[src/design/fpba_pkg.sv]
`timescale 1ns / 1ps
// ----------------------------------------------------------------------------
// fpba_pkg: shared types and constants for the fit policy block allocator
// Table size, field widths, placement mode and request type codes and the compare result.
// ----------------------------------------------------------------------------
package fpba_pkg;

  localparam int NUM_BLOCKS = 8;
  localparam int IDX_W      = (NUM_BLOCKS > 1) ? $clog2(NUM_BLOCKS) : 1;

  localparam int AMT_W  = 16;
  localparam int BLK_W  = 3;
  localparam int TOT_W  = 19;
  localparam int MODE_W = 2;

  localparam logic [MODE_W-1:0] MODE_FIRST = 2'd0;
  localparam logic [MODE_W-1:0] MODE_BEST  = 2'd1;
  localparam logic [MODE_W-1:0] MODE_WORST = 2'd2;

  localparam logic REQ_LOAD  = 1'b0;
  localparam logic REQ_ALLOC = 1'b1;

  typedef logic [AMT_W-1:0] cap_t;
  typedef logic [IDX_W-1:0] idx_t;

  typedef struct packed {
    logic fits;
    logic take;
  } cmp_res_t;

endpackage

[src/design/fpba_ram.sv]
`timescale 1ns / 1ps
// ----------------------------------------------------------------------------
// fpba_ram: generic single-port-write, single-port-read ram
// One write and one registered read per cycle.
// ----------------------------------------------------------------------------
module fpba_ram #(
  parameter int W = 16,
  parameter int D = 8
) (
  input  logic                              clk,
  input  logic                              we,
  input  logic [((D > 1) ? $clog2(D) : 1)-1:0] waddr,
  input  logic [W-1:0]                      wdata,
  input  logic [((D > 1) ? $clog2(D) : 1)-1:0] raddr,
  output logic [W-1:0]                      rdata
);

  logic [W-1:0] mem [D];

  always_ff @(posedge clk) begin
    if (we) begin
      mem[waddr] <= wdata;
    end
    rdata <= mem[raddr];
  end

endmodule

[src/design/fpba_cmp.sv]
`timescale 1ns / 1ps
// ----------------------------------------------------------------------------
// fpba_cmp: shared fit compare unit
// Decides whether one table entry fits the request and beats the current pick.
// ----------------------------------------------------------------------------
module fpba_cmp (
  input  logic [fpba_pkg::MODE_W-1:0] mode,
  input  fpba_pkg::cap_t              need,
  input  fpba_pkg::cap_t              cap,
  input  logic                        found,
  input  fpba_pkg::cap_t              best_cap,
  output fpba_pkg::cmp_res_t          res
);

  logic smaller;
  logic larger;

  assign smaller = cap < best_cap;
  assign larger  = cap > best_cap;

  always_comb begin
    res.fits = cap >= need;
    res.take = 1'b0;
    if (res.fits) begin
      if (!found) begin
        res.take = 1'b1;
      end else begin
        case (mode)
          fpba_pkg::MODE_BEST:  res.take = smaller;
          fpba_pkg::MODE_WORST: res.take = larger;
          // first fit keeps the lowest index, also for the unused code
          default:              res.take = 1'b0;
        endcase
      end
    end
  end

endmodule

[src/design/fit_policy_block_allocator.sv]
`timescale 1ns / 1ps
// ----------------------------------------------------------------------------
// fit_policy_block_allocator: first, best or worst fit block allocation
// Keeps free capacities of a block table, loads entries and places requests.
//
//   channel | ports                                   | handshake
//   --------+-----------------------------------------+---------------------
//   in      | in_req_type, in_block_index, in_amount  | start && !busy
//   out     | out_granted, out_chosen_block,          | out_valid, 1 cycle,
//           | out_block_remaining, out_total_free     | cannot be stalled
//   cfg     | cfg_wdata (fit mode)                    | cfg_we
//
// a load item keeps busy high through the load state, which registers its result
// an allocate item keeps busy high through the scan, drain and write states:
// one compare unit walks the table through the single ram read port, one
// entry per cycle, then the write state writes back the updated capacity
// reset clears the table through per-entry valid bits, so no clearing pass
// the result is shown once with out_valid; busy is low in that same cycle
// ----------------------------------------------------------------------------
module fit_policy_block_allocator (
  input  logic                         clk,
  input  logic                         rst_n,
  input  logic                         start,
  output logic                         busy,
  input  logic                         in_req_type,
  input  logic [fpba_pkg::BLK_W-1:0]   in_block_index,
  input  logic [fpba_pkg::AMT_W-1:0]   in_amount,
  output logic                         out_valid,
  output logic                         out_granted,
  output logic [fpba_pkg::BLK_W-1:0]   out_chosen_block,
  output logic [fpba_pkg::AMT_W-1:0]   out_block_remaining,
  output logic [fpba_pkg::TOT_W-1:0]   out_total_free,
  input  logic                         cfg_we,
  input  logic [fpba_pkg::MODE_W-1:0]  cfg_wdata
);

  localparam int STATE_W = 3;
  localparam logic [STATE_W-1:0] S_IDLE  = 3'd0;
  localparam logic [STATE_W-1:0] S_LOAD  = 3'd1;
  localparam logic [STATE_W-1:0] S_SCAN  = 3'd2;
  localparam logic [STATE_W-1:0] S_DRAIN = 3'd3;
  localparam logic [STATE_W-1:0] S_WRITE = 3'd4;

  localparam fpba_pkg::idx_t LAST_IDX = fpba_pkg::IDX_W'(fpba_pkg::NUM_BLOCKS - 1);

  logic [STATE_W-1:0]              state_r, state_nxt;
  logic [fpba_pkg::MODE_W-1:0]     mode_r, mode_nxt;
  fpba_pkg::cap_t                  amt_r, amt_nxt;
  logic [fpba_pkg::BLK_W-1:0]      req_idx_r, req_idx_nxt;
  logic                            ld_ok_r, ld_ok_nxt;
  fpba_pkg::idx_t                  cnt_r, cnt_nxt;
  logic                            rd_v_r, rd_v_nxt;
  fpba_pkg::idx_t                  rd_idx_r, rd_idx_nxt;
  logic                            found_r, found_nxt;
  fpba_pkg::idx_t                  best_idx_r, best_idx_nxt;
  fpba_pkg::cap_t                  best_cap_r, best_cap_nxt;
  logic [fpba_pkg::TOT_W-1:0]      total_r, total_nxt;
  logic [fpba_pkg::NUM_BLOCKS-1:0] valid_r, valid_nxt;

  logic                            out_valid_r, out_valid_nxt;
  logic                            out_granted_r, out_granted_nxt;
  logic [fpba_pkg::BLK_W-1:0]      out_chosen_r, out_chosen_nxt;
  fpba_pkg::cap_t                  out_remain_r, out_remain_nxt;
  logic [fpba_pkg::TOT_W-1:0]      out_total_r, out_total_nxt;

  logic                            accept;
  fpba_pkg::idx_t                  ram_raddr;
  fpba_pkg::cap_t                  ram_rdata;
  logic                            ram_we;
  fpba_pkg::idx_t                  ram_waddr;
  fpba_pkg::cap_t                  ram_wdata;
  fpba_pkg::cap_t                  cur_cap;
  fpba_pkg::cmp_res_t              cmp_res;

  assign busy   = state_r != S_IDLE;
  assign accept = start && (state_r == S_IDLE);

  assign ram_raddr = (state_r == S_SCAN) ? cnt_r : fpba_pkg::IDX_W'(in_block_index);
  // entries never written since reset read as empty
  assign cur_cap   = valid_r[rd_idx_r] ? ram_rdata : '0;

  fpba_ram #(
    .W (fpba_pkg::AMT_W),
    .D (fpba_pkg::NUM_BLOCKS)
  ) u_ram (
    .clk   (clk),
    .we    (ram_we),
    .waddr (ram_waddr),
    .wdata (ram_wdata),
    .raddr (ram_raddr),
    .rdata (ram_rdata)
  );

  fpba_cmp u_cmp (
    .mode     (mode_r),
    .need     (amt_r),
    .cap      (cur_cap),
    .found    (found_r),
    .best_cap (best_cap_r),
    .res      (cmp_res)
  );

  always_comb begin
    state_nxt      = state_r;
    mode_nxt       = cfg_we ? cfg_wdata : mode_r;
    amt_nxt        = amt_r;
    req_idx_nxt    = req_idx_r;
    ld_ok_nxt      = ld_ok_r;
    cnt_nxt        = cnt_r;
    rd_v_nxt       = 1'b0;
    rd_idx_nxt     = ram_raddr;
    found_nxt      = found_r;
    best_idx_nxt   = best_idx_r;
    best_cap_nxt   = best_cap_r;
    total_nxt      = total_r;
    valid_nxt      = valid_r;
    out_valid_nxt  = 1'b0;
    out_granted_nxt = out_granted_r;
    out_chosen_nxt = out_chosen_r;
    out_remain_nxt = out_remain_r;
    out_total_nxt  = out_total_r;
    ram_we         = 1'b0;
    ram_waddr      = rd_idx_r;
    ram_wdata      = amt_r;

    // compare stage follows the registered ram read
    if (rd_v_r && cmp_res.take) begin
      found_nxt    = 1'b1;
      best_idx_nxt = rd_idx_r;
      best_cap_nxt = cur_cap;
    end

    case (state_r)
      S_IDLE: begin
        if (accept) begin
          amt_nxt     = in_amount;
          req_idx_nxt = in_block_index;
          ld_ok_nxt   = 32'(in_block_index) < fpba_pkg::NUM_BLOCKS;
          cnt_nxt     = '0;
          found_nxt   = 1'b0;
          state_nxt   = (in_req_type == fpba_pkg::REQ_LOAD) ? S_LOAD : S_SCAN;
        end
      end
      S_LOAD: begin
        if (ld_ok_r) begin
          ram_we              = 1'b1;
          ram_waddr           = rd_idx_r;
          ram_wdata           = amt_r;
          valid_nxt[rd_idx_r] = 1'b1;
          total_nxt = fpba_pkg::TOT_W'(total_r + fpba_pkg::TOT_W'(amt_r)
                                       - fpba_pkg::TOT_W'(cur_cap));
        end
        out_valid_nxt   = 1'b1;
        out_granted_nxt = 1'b0;
        out_chosen_nxt  = req_idx_r;
        out_remain_nxt  = ld_ok_r ? amt_r : '0;
        out_total_nxt   = total_nxt;
        state_nxt       = S_IDLE;
      end
      S_SCAN: begin
        rd_v_nxt = 1'b1;
        cnt_nxt  = cnt_r + 1'b1;
        if (cnt_r == LAST_IDX) begin
          state_nxt = S_DRAIN;
        end
      end
      S_DRAIN: begin
        state_nxt = S_WRITE;
      end
      S_WRITE: begin
        out_valid_nxt = 1'b1;
        if (found_r) begin
          ram_we                = 1'b1;
          ram_waddr             = best_idx_r;
          ram_wdata             = best_cap_r - amt_r;
          valid_nxt[best_idx_r] = 1'b1;
          total_nxt       = fpba_pkg::TOT_W'(total_r - fpba_pkg::TOT_W'(amt_r));
          out_granted_nxt = 1'b1;
          out_chosen_nxt  = fpba_pkg::BLK_W'(best_idx_r);
          out_remain_nxt  = best_cap_r - amt_r;
        end else begin
          out_granted_nxt = 1'b0;
          out_chosen_nxt  = '0;
          out_remain_nxt  = '0;
        end
        out_total_nxt = total_nxt;
        state_nxt     = S_IDLE;
      end
      default: begin
        state_nxt = S_IDLE;
      end
    endcase
  end

  always_ff @(posedge clk) begin
    if (!rst_n) begin
      state_r     <= S_IDLE;
      mode_r      <= fpba_pkg::MODE_FIRST;
      rd_v_r      <= 1'b0;
      found_r     <= 1'b0;
      total_r     <= '0;
      valid_r     <= '0;
      out_valid_r <= 1'b0;
      out_total_r <= '0;
    end else begin
      state_r     <= state_nxt;
      mode_r      <= mode_nxt;
      rd_v_r      <= rd_v_nxt;
      found_r     <= found_nxt;
      total_r     <= total_nxt;
      valid_r     <= valid_nxt;
      out_valid_r <= out_valid_nxt;
      out_total_r <= out_total_nxt;
    end
  end

  always_ff @(posedge clk) begin
    amt_r         <= amt_nxt;
    req_idx_r     <= req_idx_nxt;
    ld_ok_r       <= ld_ok_nxt;
    cnt_r         <= cnt_nxt;
    rd_idx_r      <= rd_idx_nxt;
    best_idx_r    <= best_idx_nxt;
    best_cap_r    <= best_cap_nxt;
    out_granted_r <= out_granted_nxt;
    out_chosen_r  <= out_chosen_nxt;
    out_remain_r  <= out_remain_nxt;
  end

  assign out_valid           = out_valid_r;
  assign out_granted         = out_granted_r;
  assign out_chosen_block    = out_chosen_r;
  assign out_block_remaining = out_remain_r;
  assign out_total_free      = out_total_r;

endmodule

[config.mk]
export PLATFORM = sky130hd
export DESIGN_NAME = fit_policy_block_allocator
export DESIGN_NICKNAME = d
export VERILOG_FILES = /design/src/design/fpba_pkg.sv /design/src/design/fpba_ram.sv /design/src/design/fpba_cmp.sv /design/src/design/fit_policy_block_allocator.sv
export SDC_FILE = /design/constraint.sdc
export NUM_CORES = 1
export LEC_CHECK = 0
export BUFFER_PORTS_ARGS = -buffer_cell sky130_fd_sc_hd__buf_2
export CAP_MARGIN = 20
export CORE_MARGIN = 8
export CORE_UTILIZATION = 50
export CTS_BUF_LIST = sky130_fd_sc_hd__clkbuf_8
export DETAILED_ROUTE_END_ITERATION = 8
export PLACE_DENSITY = 0.66
export SLEW_MARGIN = 40
export SYNTH_ARGS = -nofsm -noshare
export SYNTH_HDL_FRONTEND = slang
export SYNTH_SLANG_ARGS = --single-unit
[constraint.sdc]
create_clock -name clk -period 5.35 [get_ports clk]
set_clock_uncertainty 0.1 [all_clocks]
set_input_delay 0.2675 -clock clk [delete_from_list [all_inputs] [get_ports clk]]
set_output_delay 0.2675 -clock clk [all_outputs]
set_load 0.01 [all_outputs]
* Word-level counts from Yosys, hierarchy flattened
Memories as Yosys holds them, arrays and structs flattened. A register that Yosys moved wholly into a read port is not among the register bits.
Index checks and enable logic that the tools add are counted.
** Cells by class
- Reductions and logical operators :: 13
- Magnitude comparators :: 7
- Bitwise operators :: 2
- $add $sub $neg :: 5
- Eq/ne operators :: 10
- Mux-type cells :: 39
** Operators with widths (number)
- two-way mux 16 bit :: 4
- one-hot mux 19 bit (2 select lines) :: 1
- subtractor 19 x 16 -> 19 bit :: 2
- one-hot mux 16 bit (2 select lines) :: 1
- two-way mux 3 bit :: 7
- adder 19 x 16 -> 19 bit :: 1
- two-way mux 19 bit :: 1
- >= comparator 16 bit :: 1
- greater-than comparator 16 bit :: 1
- < comparator 16 bit :: 1
- bitwise OR 8 bit :: 2
- one-hot mux 8 bit (2 select lines) :: 1
- subtractor 16 bit :: 1
- two-way mux 1 bit :: 13
- one-hot mux 3 bit (2 select lines) :: 2
- one-hot mux 3 bit (3 select lines) :: 1
- < comparator 3 x 4 -> 1 bit, second input constant :: 2
- two-way mux 8 bit :: 1
- AND reduction 2 bit :: 4
- demux 1 bit (select 3 bit) :: 2
- == test 3 x 2 -> 1 bit, second input constant :: 2
- == test 3 bit, second input constant :: 2
- >= comparator 3 x 1 -> 1 bit, second input constant :: 2
- one-hot mux 1 bit (2 select lines) :: 3
- other kinds (13) :: 18
** Storage, ports and cells
- Memories kept :: 1
- Memory bits (writable) :: 128
- Input port bits :: 26
- Logic and storage cells :: 93
- Register bits after elaboration :: 99
** Memory list
- u_ram.mem :: depth 8, width 16, read ports 1, clocked after memory_dff 1, wr ports 1, RTL line fpba_ram.sv:18 : logic [W-1:0] mem [D];

* Logic depth before layout (Yosys ltp)
Gate-level depths: netlist (run 1).
- Word-level depth :: 11
- Gate-level depth with buffers :: 17
- Depth with buffers taken out :: 17

* Modules after synthesis
From an unflattened synthesis (run 1), not the netlist that was laid out.
** Unflattened totals
- Cells, all modules :: 1092
- Area, all modules :: 13210.2 um^2
** By module, submodules not included
- fit_policy_block_allocator :: instances 1, area an instance 7035.5 um^2, cells each 765
- fpba_ram :: instances 1, area an instance 5293.8 um^2, cells each 214
- fpba_cmp :: instances 1, area an instance 880.8 um^2, cells each 113

* Least setup slack after synthesis (run 1)
Ideal clock, no wire load.
- Path type :: register to register
- Start :: register rd_idx_r[0]
- End :: register best_cap_r[0], enable pin
- Stages on the path, launching flop included :: 14
- Period minus slack after synthesis :: 4.125 ns
- Arrival time :: 3.628 ns
- Slack :: 1.225 ns
- Buffers on the path :: 1
- Path through :: dfxtp_1 mux4_1 mux2i_4 clkbuf_1 nor2b_1 ha_1 a21oi_1 nor2b_1 o21ai_0 a21oi_1 o21a_1 o21ai_0 a31oi_1 a221oi_2
** On the way
- Longest elaborated chain between the ends :: 8
** Ends and longest elaborated chain
- start, declared :: RTL line fit_policy_block_allocator.sv:53 : fpba_pkg::idx_t rd_idx_r, rd_idx_nxt;
- start signal, assigned :: RTL line fit_policy_block_allocator.sv:222 : rd_idx_r <= rd_idx_nxt;
- binary-select mux 1 bit (select 3 bit) (*) :: RTL line fit_policy_block_allocator.sv:80 : assign cur_cap = valid_r[rd_idx_r] ? ram_rdata : '0;
- two-way mux 1 bit (not written as such) (*) :: RTL line fit_policy_block_allocator.sv:80
- two-way mux 16 bit (*) :: RTL line fit_policy_block_allocator.sv:80
- via cur_cap[9] :: RTL line fit_policy_block_allocator.sv:72 : fpba_pkg::cap_t cur_cap;
- greater-than comparator 16 bit / < comparator 16 bit (equally long branches) :: RTL line fpba_cmp.sv:19, fpba_cmp.sv:18
- one-hot mux 1 bit (2 select lines) :: RTL line fpba_cmp.sv:28 : case (mode)
- two-way mux 1 bit :: RTL line fpba_cmp.sv:25 : if (!found) begin
- two-way mux 1 bit (*) :: RTL line fpba_cmp.sv:24 : if (res.fits) begin
- logical AND 1 bit (*) :: RTL line fit_policy_block_allocator.sv:127 : if (rd_v_r && cmp_res.take) begin
- end signal, assigned :: RTL line fit_policy_block_allocator.sv:224 : best_cap_r <= best_cap_nxt;
- end, declared :: RTL line fit_policy_block_allocator.sv:56 : fpba_pkg::cap_t best_cap_r, best_cap_nxt;
The timed path passes the listed nets; every way through them passes the cells marked *. The select of a mux whose other input is x is not followed.
A chain may end at the register's enable or synchronous reset.

* Final worst setup path (run 1)
- Start :: register rd_idx_r[0]
- End :: register out_total_r (netlist bit out_total_free[15])
** On the way
- Longest elaborated chain between the ends :: 5
** Ends and longest elaborated chain
- binary-select mux 1 bit (select 3 bit) :: RTL line fit_policy_block_allocator.sv:80
- two-way mux 1 bit (not written as such) :: RTL line fit_policy_block_allocator.sv:80
- two-way mux 16 bit :: RTL line fit_policy_block_allocator.sv:80
- via cur_cap[1] :: RTL line fit_policy_block_allocator.sv:72
- subtractor 19 x 16 -> 19 bit :: RTL line fit_policy_block_allocator.sv:151 : - fpba_pkg::TOT_W'(cur_cap));
- one-hot mux 19 bit (2 select lines) :: RTL line fit_policy_block_allocator.sv:133 : case (state_r)
- end signal, assigned :: RTL line fit_policy_block_allocator.sv:213 : out_total_r <= out_total_nxt;
- end, declared :: RTL line fit_policy_block_allocator.sv:64 : logic [fpba_pkg::TOT_W-1:0] out_total_r, out_total_nxt;
The timed path passes the listed nets, and every way through them passes these cells. The select of a mux whose other input is x is not followed.

==> impl_metrics.toml, run 1 <==
[run_status]
status = "finished clean"

[cells_and_area]
nets = 1498
multi_input_area_sq_mm = 0.00559
final_common_cell = "nand2_1"
syn_to_final_growth_pct = 15.3
drive_above_1_share_pct = 12.1
final_cell_mix = "nand2_1 (194), edfxtp_1 (189), inv_1 (123)"
fin_area_sq_mm = 0.0148
num_antenna_cells = 0
layoutNonFillerInstCount = 1734
fin_util_pct = 58.7
regArea_sq_mm = 0.00676
fillers = 2155

[power]
clockPowerShare_pct = 39.1
p_switching_mw = 1.27
total_power_mw = 4.69
seqPwrFrac_pct = 45.7
ir_worst_vdd_v = 0.000164
power_frac_comb_pct = 15.2
switching_share_pct = 27.1
intPower_mw = 3.42
p_leak_nw = 6.18
power_density_mw_per_mm2 = 316

[worst_hold_path]
hp-class = "input pin to flip-flop"

[placed_design]
dp_slack_ns = 0.797
place.gp.congestion = 0.871
dp.cells = 1627
post_dp_cell_area_sq_mm = 0.0136
dp_hpwl_mm = 22.5
portBuffers = 66

[die]
start_util_pct = 51.0
fp.coreArea_sq_mm = 0.0253
chipHeight_um = 176
io_pins = 67
dieArea_sq_mm = 0.0311
std_cell_rows = 58
fp.dieW_um = 176

[timing]
rsz0062_at_grt = "false"
max_freq_mhz = 218
fin_ws_ns = 0.763
fin_tns_setup_ns = 0
whs_ns = 0.315
setup_viol_count_final = 0
slew_headroom_pct = 46.0
finalCritPeriodShare_pct = 85.7
worstMarginPinSlew_ns = 0.804
fin_crit_ns = 4.59
slew_viol_final = 0
hold_viol_final = 0

[drt]
wire_per_inst_um = 19.2
wl_met1_mm = 14.3
drt_pass1_iterations = 5
antenna_left = 0
dr_wl_met2_mm = 16.0
vias = 9711
wl_mm = 33.3
top_layer = "met4"
drt_iter0_markers = 641
drc = 0
route.met3.wl_mm = 2.17
via_per_inst = 5.60

[setup_path]
cp.required_ns = 5.76
crit_path_end = "out_total_free[15]"
critPathMaxFanout = 16
worstSetupStartpointType = "flip-flop"
worst_setup_path_end_kind = "flip-flop"
r2r_start = "rd_idx_r[0]"
cp.arrival_ns = 5.00
rr_endpoint = "out_total_free[15]"
reg2reg_slack_ns = 0.76
reg2reg_depth = 14
crit_type = "flip-flop to flip-flop"
setup.worst_path.start = "rd_idx_r[0]"

[grt]
antenna_found_initial = 0
grt_max_degree = 65
grt_pass1_vias = 9503
grt.total_usage_pct = 21.3
grt_overflow = 0
grt_first_pass_wirelength_mm = 52.1

[synthesis]
avgSynthCellArea_sq_um = 10.3
ys_warn_count = 0
synthFlopType = "edfxtp_1"
ys_types = 67
async_flop_share_pct = 0
synth_area_sq_mm = 0.0129
ys_seq_area_share_pct = 52.5
synth_seq_cells = 243
synth_edf_count = 189
synth_nets = 1383
synthCells = 1254

[clocking]
cts_inserted_buffers = 43
htreeDepth = 2
worstSkewPairLatency_ns = 0.58
cts.clk_slew.worst_paths_ns = 0.06
root_buffer = "clkbuf_8"
ctsHoldBuffers = 27
postCtsResizedCells = 0
clock_path_buffers = 3
cts_tree = "built"
cts_setup_buffers = 0
cts_sinks = 243

[run]
drv_cap = 0
[final cells by class]
class                           count  area share, %
Clock buffer                       49           4.55
Clock inverter                     31           1.70
Inverter                          105           2.66
Multi-Input combinational cell    862           37.7
Sequential cell                   243           45.5
Tap cell                          330           2.78
Timing Repair Buffer              114           5.11
[critical path: stages (launching register included)]
cell and delay (ns):
dfxtp_1 0.39, mux4_1 0.62, mux2i_4 0.45, and2b_1 0.30
fa_1 0.55, inv_1 0.06, ha_1 0.27, a21o_1 0.12
a21oi_1 0.11, o21a_1 0.23, nor3_2 0.28, o211ai_1 0.24
or3b_1 0.41, a311oi_1 0.29, a211o_1 0.13
[cell families after synthesis]
logic type | after synthesis | share of synthesized area [%]
DFF | 243 | 52.5
adders and majority gates | 103 | 11.0
xor gates and xnor gates | 29 | 1.97
buffers and inverters | 149 | 4.48
muxes | 12 | 1.29
AOI/OAI and AO/OA | 257 | 12.5
and+or+nand+nor | 461 | 16.2
[metal layers]
| metal | global-route usage, % | up-vias |
|---|---|---|
| met3 | 3.74 | 59 |
| met2 | 35.8 | 307 |
| met4 | 7.04 | 0 |
| li1 | - | 4699 |
| met5 | 0 | - |
| met1 | 27.5 | 4646 |
[how the worst min path moves through the flow]
stage / start / to / slack [ns] / cells after the start
6_report: in_amount[8] / amt_r[8] / 0.32 / 2
5_1_grt: in_amount[8] / amt_r[8] / 0.32 / 2
4_1_cts: in_amount[4] / amt_r[4] / 0.27 / 2
3_5_place_dp: in_amount[4] / amt_r[4] / 0.35 / 1
3_3_place_gp: valid_r[3] / valid_r[3] / 0.34 / 2
2_1_floorplan: in_amount[0] / amt_r[0] / 0.27 / 0
[state kept, by name, indices dropped and copies added, names as in the netlist, 3 cells and up]
name and flops:
out_total_free 19, state_r 3, out_chosen_block 3, best_cap_r 16, rd_idx_r 3, best_idx_r 3
out_block_remaining 16, amt_r 16, u_ram.rdata 16, cnt_r 3, u_ram.mem 128, valid_r 8
req_idx_r 3
[cells in the mapped netlist, types with 8 or more instances]
library cell    n  area share (%)
clkbuf_1       33            0.96
a21o_1         21             1.2
nor2_1         75             2.2
nand2_1       194             5.7
edfxtp_1      189              44
nor2b_1        19            0.92
nor3_1         13            0.51
mux2i_1         8            0.62
ha_1           86             8.4
dfxtp_1        54             8.4
inv_1         104             3.0
o21a_1          9            0.52
a31oi_1        12            0.58
a211oi_1       12            0.70
nand3_1        98             3.8
xor2_1         11            0.75
xnor2_1        18             1.2
buf_2           8            0.31
o21ai_0        89             3.5
nand2b_1       22             1.1
a21oi_1        58             2.3
fa_1           17             2.6
[power by group through the flow]
stage               clock [mW]  sequential (mW)  combinational [mW]
floorplan                    0             2.17               0.502
global placement             0             2.19               0.682
detailed placement           0             2.18               0.692
CTS                       1.87             2.15               0.713
global route              1.96             2.15               0.803
finish                    1.83             2.15               0.714
Note: power is estimated with default switching activity, not from simulation.
==> run 2: changes to the inputs <==
--- a/config.mk
+++ b/config.mk
@@ -12,6 +12,7 @@
 export CTS_BUF_LIST = sky130_fd_sc_hd__clkbuf_8
 export DETAILED_ROUTE_END_ITERATION = 8
 export PLACE_DENSITY = 0.66
+export RECOVER_POWER = 50
 export SLEW_MARGIN = 40
 export SYNTH_ARGS = -nofsm -noshare
 export SYNTH_HDL_FRONTEND = slang
==> run 2 against run 1 <==
Effect of this change: the run now ends with capacitance limit, slew limit left; sequential share of layout area is 0.32 points higher; non-clock buffer count stayed put; worst setup slack worse by 0.17 ns; global-route usage stayed put; hold slack better by 0.0040 ns; largest power group unchanged; highest routed layer unchanged.
==> impl_metrics.toml, run 2 (synthesis results as in run 1) <==
[cells_and_area]
final_cell_mix = "nand2_1 (194), edfxtp_1 (189), inv_1 (125)"
drive_above_1_share_pct = 7.98
fillers = 2197
layoutNonFillerInstCount = 1734
multi_input_area_sq_mm = 0.00557
syn_to_final_growth_pct = 14.5
regArea_sq_mm = 0.00676
largest_reg_flops = 128
final_common_cell = "nand2_1"
nets = 1498
largest_register = "u_ram.mem"
num_antenna_cells = 0

[power]
total_power_mw = 4.68
power_density_mw_per_mm2 = 318
ir_worst_vdd_v = 0.000164
p_leak_nw = 5.99

[run]
drv_cap = 3

[clocking]
clock_path_buffers = 3
htreeDepth = 2
cts.clk_slew.worst_paths_ns = 0.06
cts_setup_buffers = 0
cts_inserted_buffers = 43
root_buffer = "clkbuf_8"
postCtsResizedCells = 0
worstSkewPairLatency_ns = 0.57
cts_tree = "built"
cts_sinks = 243

[timing]
slew_headroom_pct = -27.2
hold_viol_final = 0
setup_viol_count_final = 0
worstMarginPinSlew_ns = 1.91
finalCritPeriodShare_pct = 89.0
slew_viol_final = 94
rsz0062_at_grt = "false"
fin_tns_setup_ns = 0
fin_crit_ns = 4.76
max_freq_mhz = 210

[placed_design]
portBuffers = 66
dp_hpwl_mm = 22.5
dp.cells = 1627
place.gp.congestion = 0.871

[setup_path]
worst_setup_path_end_kind = "flip-flop"
critPathMaxFanout = 36
worstSetupStartpointType = "flip-flop"
crit_type = "flip-flop to flip-flop"
cp.required_ns = 5.41
cp.arrival_ns = 4.82

[run_status]
violations = "capacitance limit, slew limit"
status = "finished, violations left"

[grt]
grt.total_usage_pct = 21.3
antenna_found_initial = 0
grt_max_degree = 65
grt_pass1_vias = 9503
grt_first_pass_wirelength_mm = 52.1
grt_overflow = 0

[drt]
drt_iter0_markers = 570
drc = 0
antenna_left = 0
via_per_inst = 5.58
wire_per_inst_um = 19.2
drt_pass1_iterations = 5
vias = 9679
wl_mm = 33.3

[die]
io_pins = 67
fp.dieW_um = 176
dieArea_sq_mm = 0.0311
start_util_pct = 51.0
std_cell_rows = 58
fp.coreArea_sq_mm = 0.0253
chipHeight_um = 176

[worst_hold_path]
hp-class = "input pin to flip-flop"
run 2: power by group:
| part | switching, mW | internal (mW) |
|---|---|---|
| clock network | 0.787 | 1.04 |
| registers | 0.0432 | 2.10 |
| logic | 0.440 | 0.268 |
run 2: layer usage:
layer  up-vias  share of wire (%)  track usage [%]
li1       4697                  -                -
met1      4632                 43             27.5
met2       292                 48             35.8
met3        58                6.2             3.74
met4         0                2.6             7.04
met5         -                  0                0
run 2: final cells by class:
class	instances	share of cell area [%]
clock buffer	49	4.58
clock inverter	31	1.71
inverter	105	2.67
multi-input combinational	862	37.8
sequential	243	45.9
tap	330	2.80
timing repair buffer	114	4.56
run 2: through the flow:
step,setup slack [ns],util [%],hold slack (ns),cell area (sq um)
after detailed placement,0.797,54.0,0.346,13600
after CTS,0.782,58.7,0.267,14800
final,0.591,58.3,0.319,14700
after floorplan,1.22,-,0.266,12900
after global routing,0.296,58.3,0.319,14700
after global placement,0.882,54.0,0.342,13600
run 2: final timing paths:
check / startpoint / endpoint / slack [ns] / cells past startpoint
max reg2reg: state_r[1] / u_ram.mem[1][11] / 0.59 / 8
min reg2reg: valid_r[4] / valid_r[4] / 0.37 / 2
min: in_amount[5] / amt_r[5] / 0.32 / 2
max: state_r[1] / u_ram.mem[1][11] / 0.59 / 8
run 2: repair_timing:
action,4_1_cts,5_1_grt
hold endpoints to repair,24,0
hold buffers,27,0
endpoints found under the setup margin,0,0
run 2: worst max-delay path: stages, from the launching register on:
cell      delay (ns)
dfxtp_1         0.48
nor2_2          0.18
clkbuf_1        1.38
nand2_1         0.19
inv_1           0.57
mux2i_1         0.18
nand2b_1        0.23
nor2_1          0.13
clkbuf_1        0.90
==> run 3: changes to the inputs <==
--- a/config.mk
+++ b/config.mk
@@ -11,6 +11,7 @@
 export CORE_UTILIZATION = 50
 export CTS_BUF_LIST = sky130_fd_sc_hd__clkbuf_8
 export DETAILED_ROUTE_END_ITERATION = 8
+export HOLD_SLACK_MARGIN = 0.02
 export PLACE_DENSITY = 0.66
 export RECOVER_POWER = 50
 export SLEW_MARGIN = 40
==> constraint.sdc (replaced) <==
create_clock -name clk -period 5.35 [get_ports clk]
set_clock_uncertainty 0.1 [all_clocks]
set_input_delay 0.8025 -clock clk [delete_from_list [all_inputs] [get_ports clk]]
set_output_delay 0.8025 -clock clk [all_outputs]
set_load 0.01 [all_outputs]
==> run 3 against run 2 <==
Effect of this change: the flow still finishes with violations (capacitance limit, slew limit); largest cell class unchanged; wire length decreased by 0.76%; die area unchanged; power decreased by 0.30%; sequential share of layout area increased by 0.86 points.
==> impl_metrics.toml, run 3 (synthesis results as in run 1) <==
[run_status]
status = "finished, violations left"
violations = "capacitance limit, slew limit"

[setup_path]
critPathMaxFanout = 36
setup.worst_path.start = "state_r[1]"
r2r_start = "state_r[1]"
worstSetupStartpointType = "flip-flop"
worst_setup_path_end_kind = "flip-flop"
cp.arrival_ns = 4.83
worst_path_most_repeated_cell = "clkbuf_1"
cpMaxStageDelayCell = "clkbuf_1"
critPathMaxStageDelay_ns = 1.39
rr_endpoint = "u_ram.mem[1][11]"
reg2reg_depth = 8
crit_path_end = "u_ram.mem[1][11]"
cp_cell_sequence = "nor2_2 -> clkbuf_1 -> nand2_1 -> inv_1 -> mux2i_1 -> nand2b_1 -> nor2_1 -> clkbuf_1"
reg2reg_slack_ns = 0.58
crit_type = "flip-flop to flip-flop"
cp.required_ns = 5.41

[drt]
drc = 0
drt_iter0_markers = 604
drt_pass1_iterations = 5
wire_per_inst_um = 19.4
wl_mm = 33.1
via_per_inst = 5.59
antenna_left = 0
vias = 9548

[worst_hold_path]
hp-class = "input pin to flip-flop"

[grt]
grt_pass1_vias = 9340
grt_overflow = 0
grt_util_met1_pct = 27.3
met2_usage_pct = 35.3
grt_max_degree = 65
met3_usage_pct = 3.74
antenna_found_initial = 0
gr-max-usage-layer = "met2"
grt.total_usage_pct = 21.0
grt_first_pass_wirelength_mm = 51.5

[clocking]
worstSkewPairLatency_ns = 0.58
cts_setup_buffers = 0
cts_inserted_buffers = 43
cts_sinks = 243
ctsHoldBuffers = 0
clock_path_buffers = 3
cts.clk_slew.worst_paths_ns = 0.07
postCtsResizedCells = 0
root_buffer = "clkbuf_8"
cts_tree = "built"
htreeDepth = 2

[timing]
rsz0062_at_grt = "false"
slew_viol_final = 94
fin_crit_ns = 4.77
max_freq_mhz = 210
finalCritPeriodShare_pct = 89.1
slew_headroom_pct = -28.5
fin_ws_ns = 0.583
hold_viol_final = 0
fin_tns_setup_ns = 0
worstMarginPinSlew_ns = 1.93
setup_viol_count_final = 0

[cells_and_area]
largest_reg_flops = 128
layoutNonFillerInstCount = 1707
num_antenna_cells = 0
fin_util_pct = 57.3
nets = 1471
final_cell_mix = "nand2_1 (194), edfxtp_1 (189), inv_1 (125)"
fin_area_sq_mm = 0.0145
final_common_cell = "nand2_1"
largest_register = "u_ram.mem"
drive_above_1_share_pct = 8.13
syn_to_final_growth_pct = 12.4

[run]
drv_cap = 3

[die]
chipHeight_um = 176
start_util_pct = 51.0
fp.coreArea_sq_mm = 0.0253
dieArea_sq_mm = 0.0311
fp.dieW_um = 176
std_cell_rows = 58
io_pins = 67

[placed_design]
dp_hpwl_mm = 22.5
post_dp_cell_area_sq_mm = 0.0136
portBuffers = 66
place.gp.congestion = 0.871
dp_slack_ns = 0.797
dp.cells = 1627

[power]
power_density_mw_per_mm2 = 323
p_leak_nw = 5.88
ir_worst_vdd_v = 0.000161
[run 3: layout make-up]
| class | instances | area (sq um) |
|---|---|---|
| multi-input combinational | 862 | 5570 |
| inverter | 105 | 394 |
| clock inverter | 31 | 251 |
| tap | 330 | 413 |
| clock buffer | 49 | 674 |
| fill | 2222 | 10800 |
| timing repair buffer | 87 | 402 |
| sequential | 243 | 6760 |
[run 3: where the power goes]
part           internal, mW  switching (mW)
Sequential             2.10          0.0426
Clock                  1.04           0.790
Combinational         0.254           0.437
[run 3: through the flow]
step                power, mW  hold slack [ns]
floorplan                2.67            0.330
global placement         2.87            0.342
detailed placement       2.88            0.356
CTS                      4.71            0.275
global route             4.89            0.284
finish                   4.67            0.299
[run 3: worst min path at each step]
stage                 start             to  cells after the start
2_1_floorplan   rd_idx_r[1]  best_idx_r[1]                      0
3_5_place_dp     valid_r[4]     valid_r[4]                      2
6_report       in_amount[4]       amt_r[4]                      1
4_1_cts        in_amount[4]       amt_r[4]                      1
3_3_place_gp     valid_r[3]     valid_r[3]                      2
5_1_grt        in_amount[4]       amt_r[4]                      1
[run 3: per-layer routing]
metal / up-vias / wire length, um
met1: 4571 / 14500
met2: 282 / 15800
met3: 54 / 1980
met5: - / 0
met4: 0 / 853
li1: 4641 / -
[run 3: worst max-delay path: cells and delay by family, from the launching register on]
family | cells | cell delay, ns
flops | 1 | 0.47
buf+inv | 3 | 2.88
simple gates | 4 | 0.72
mux | 1 | 0.18
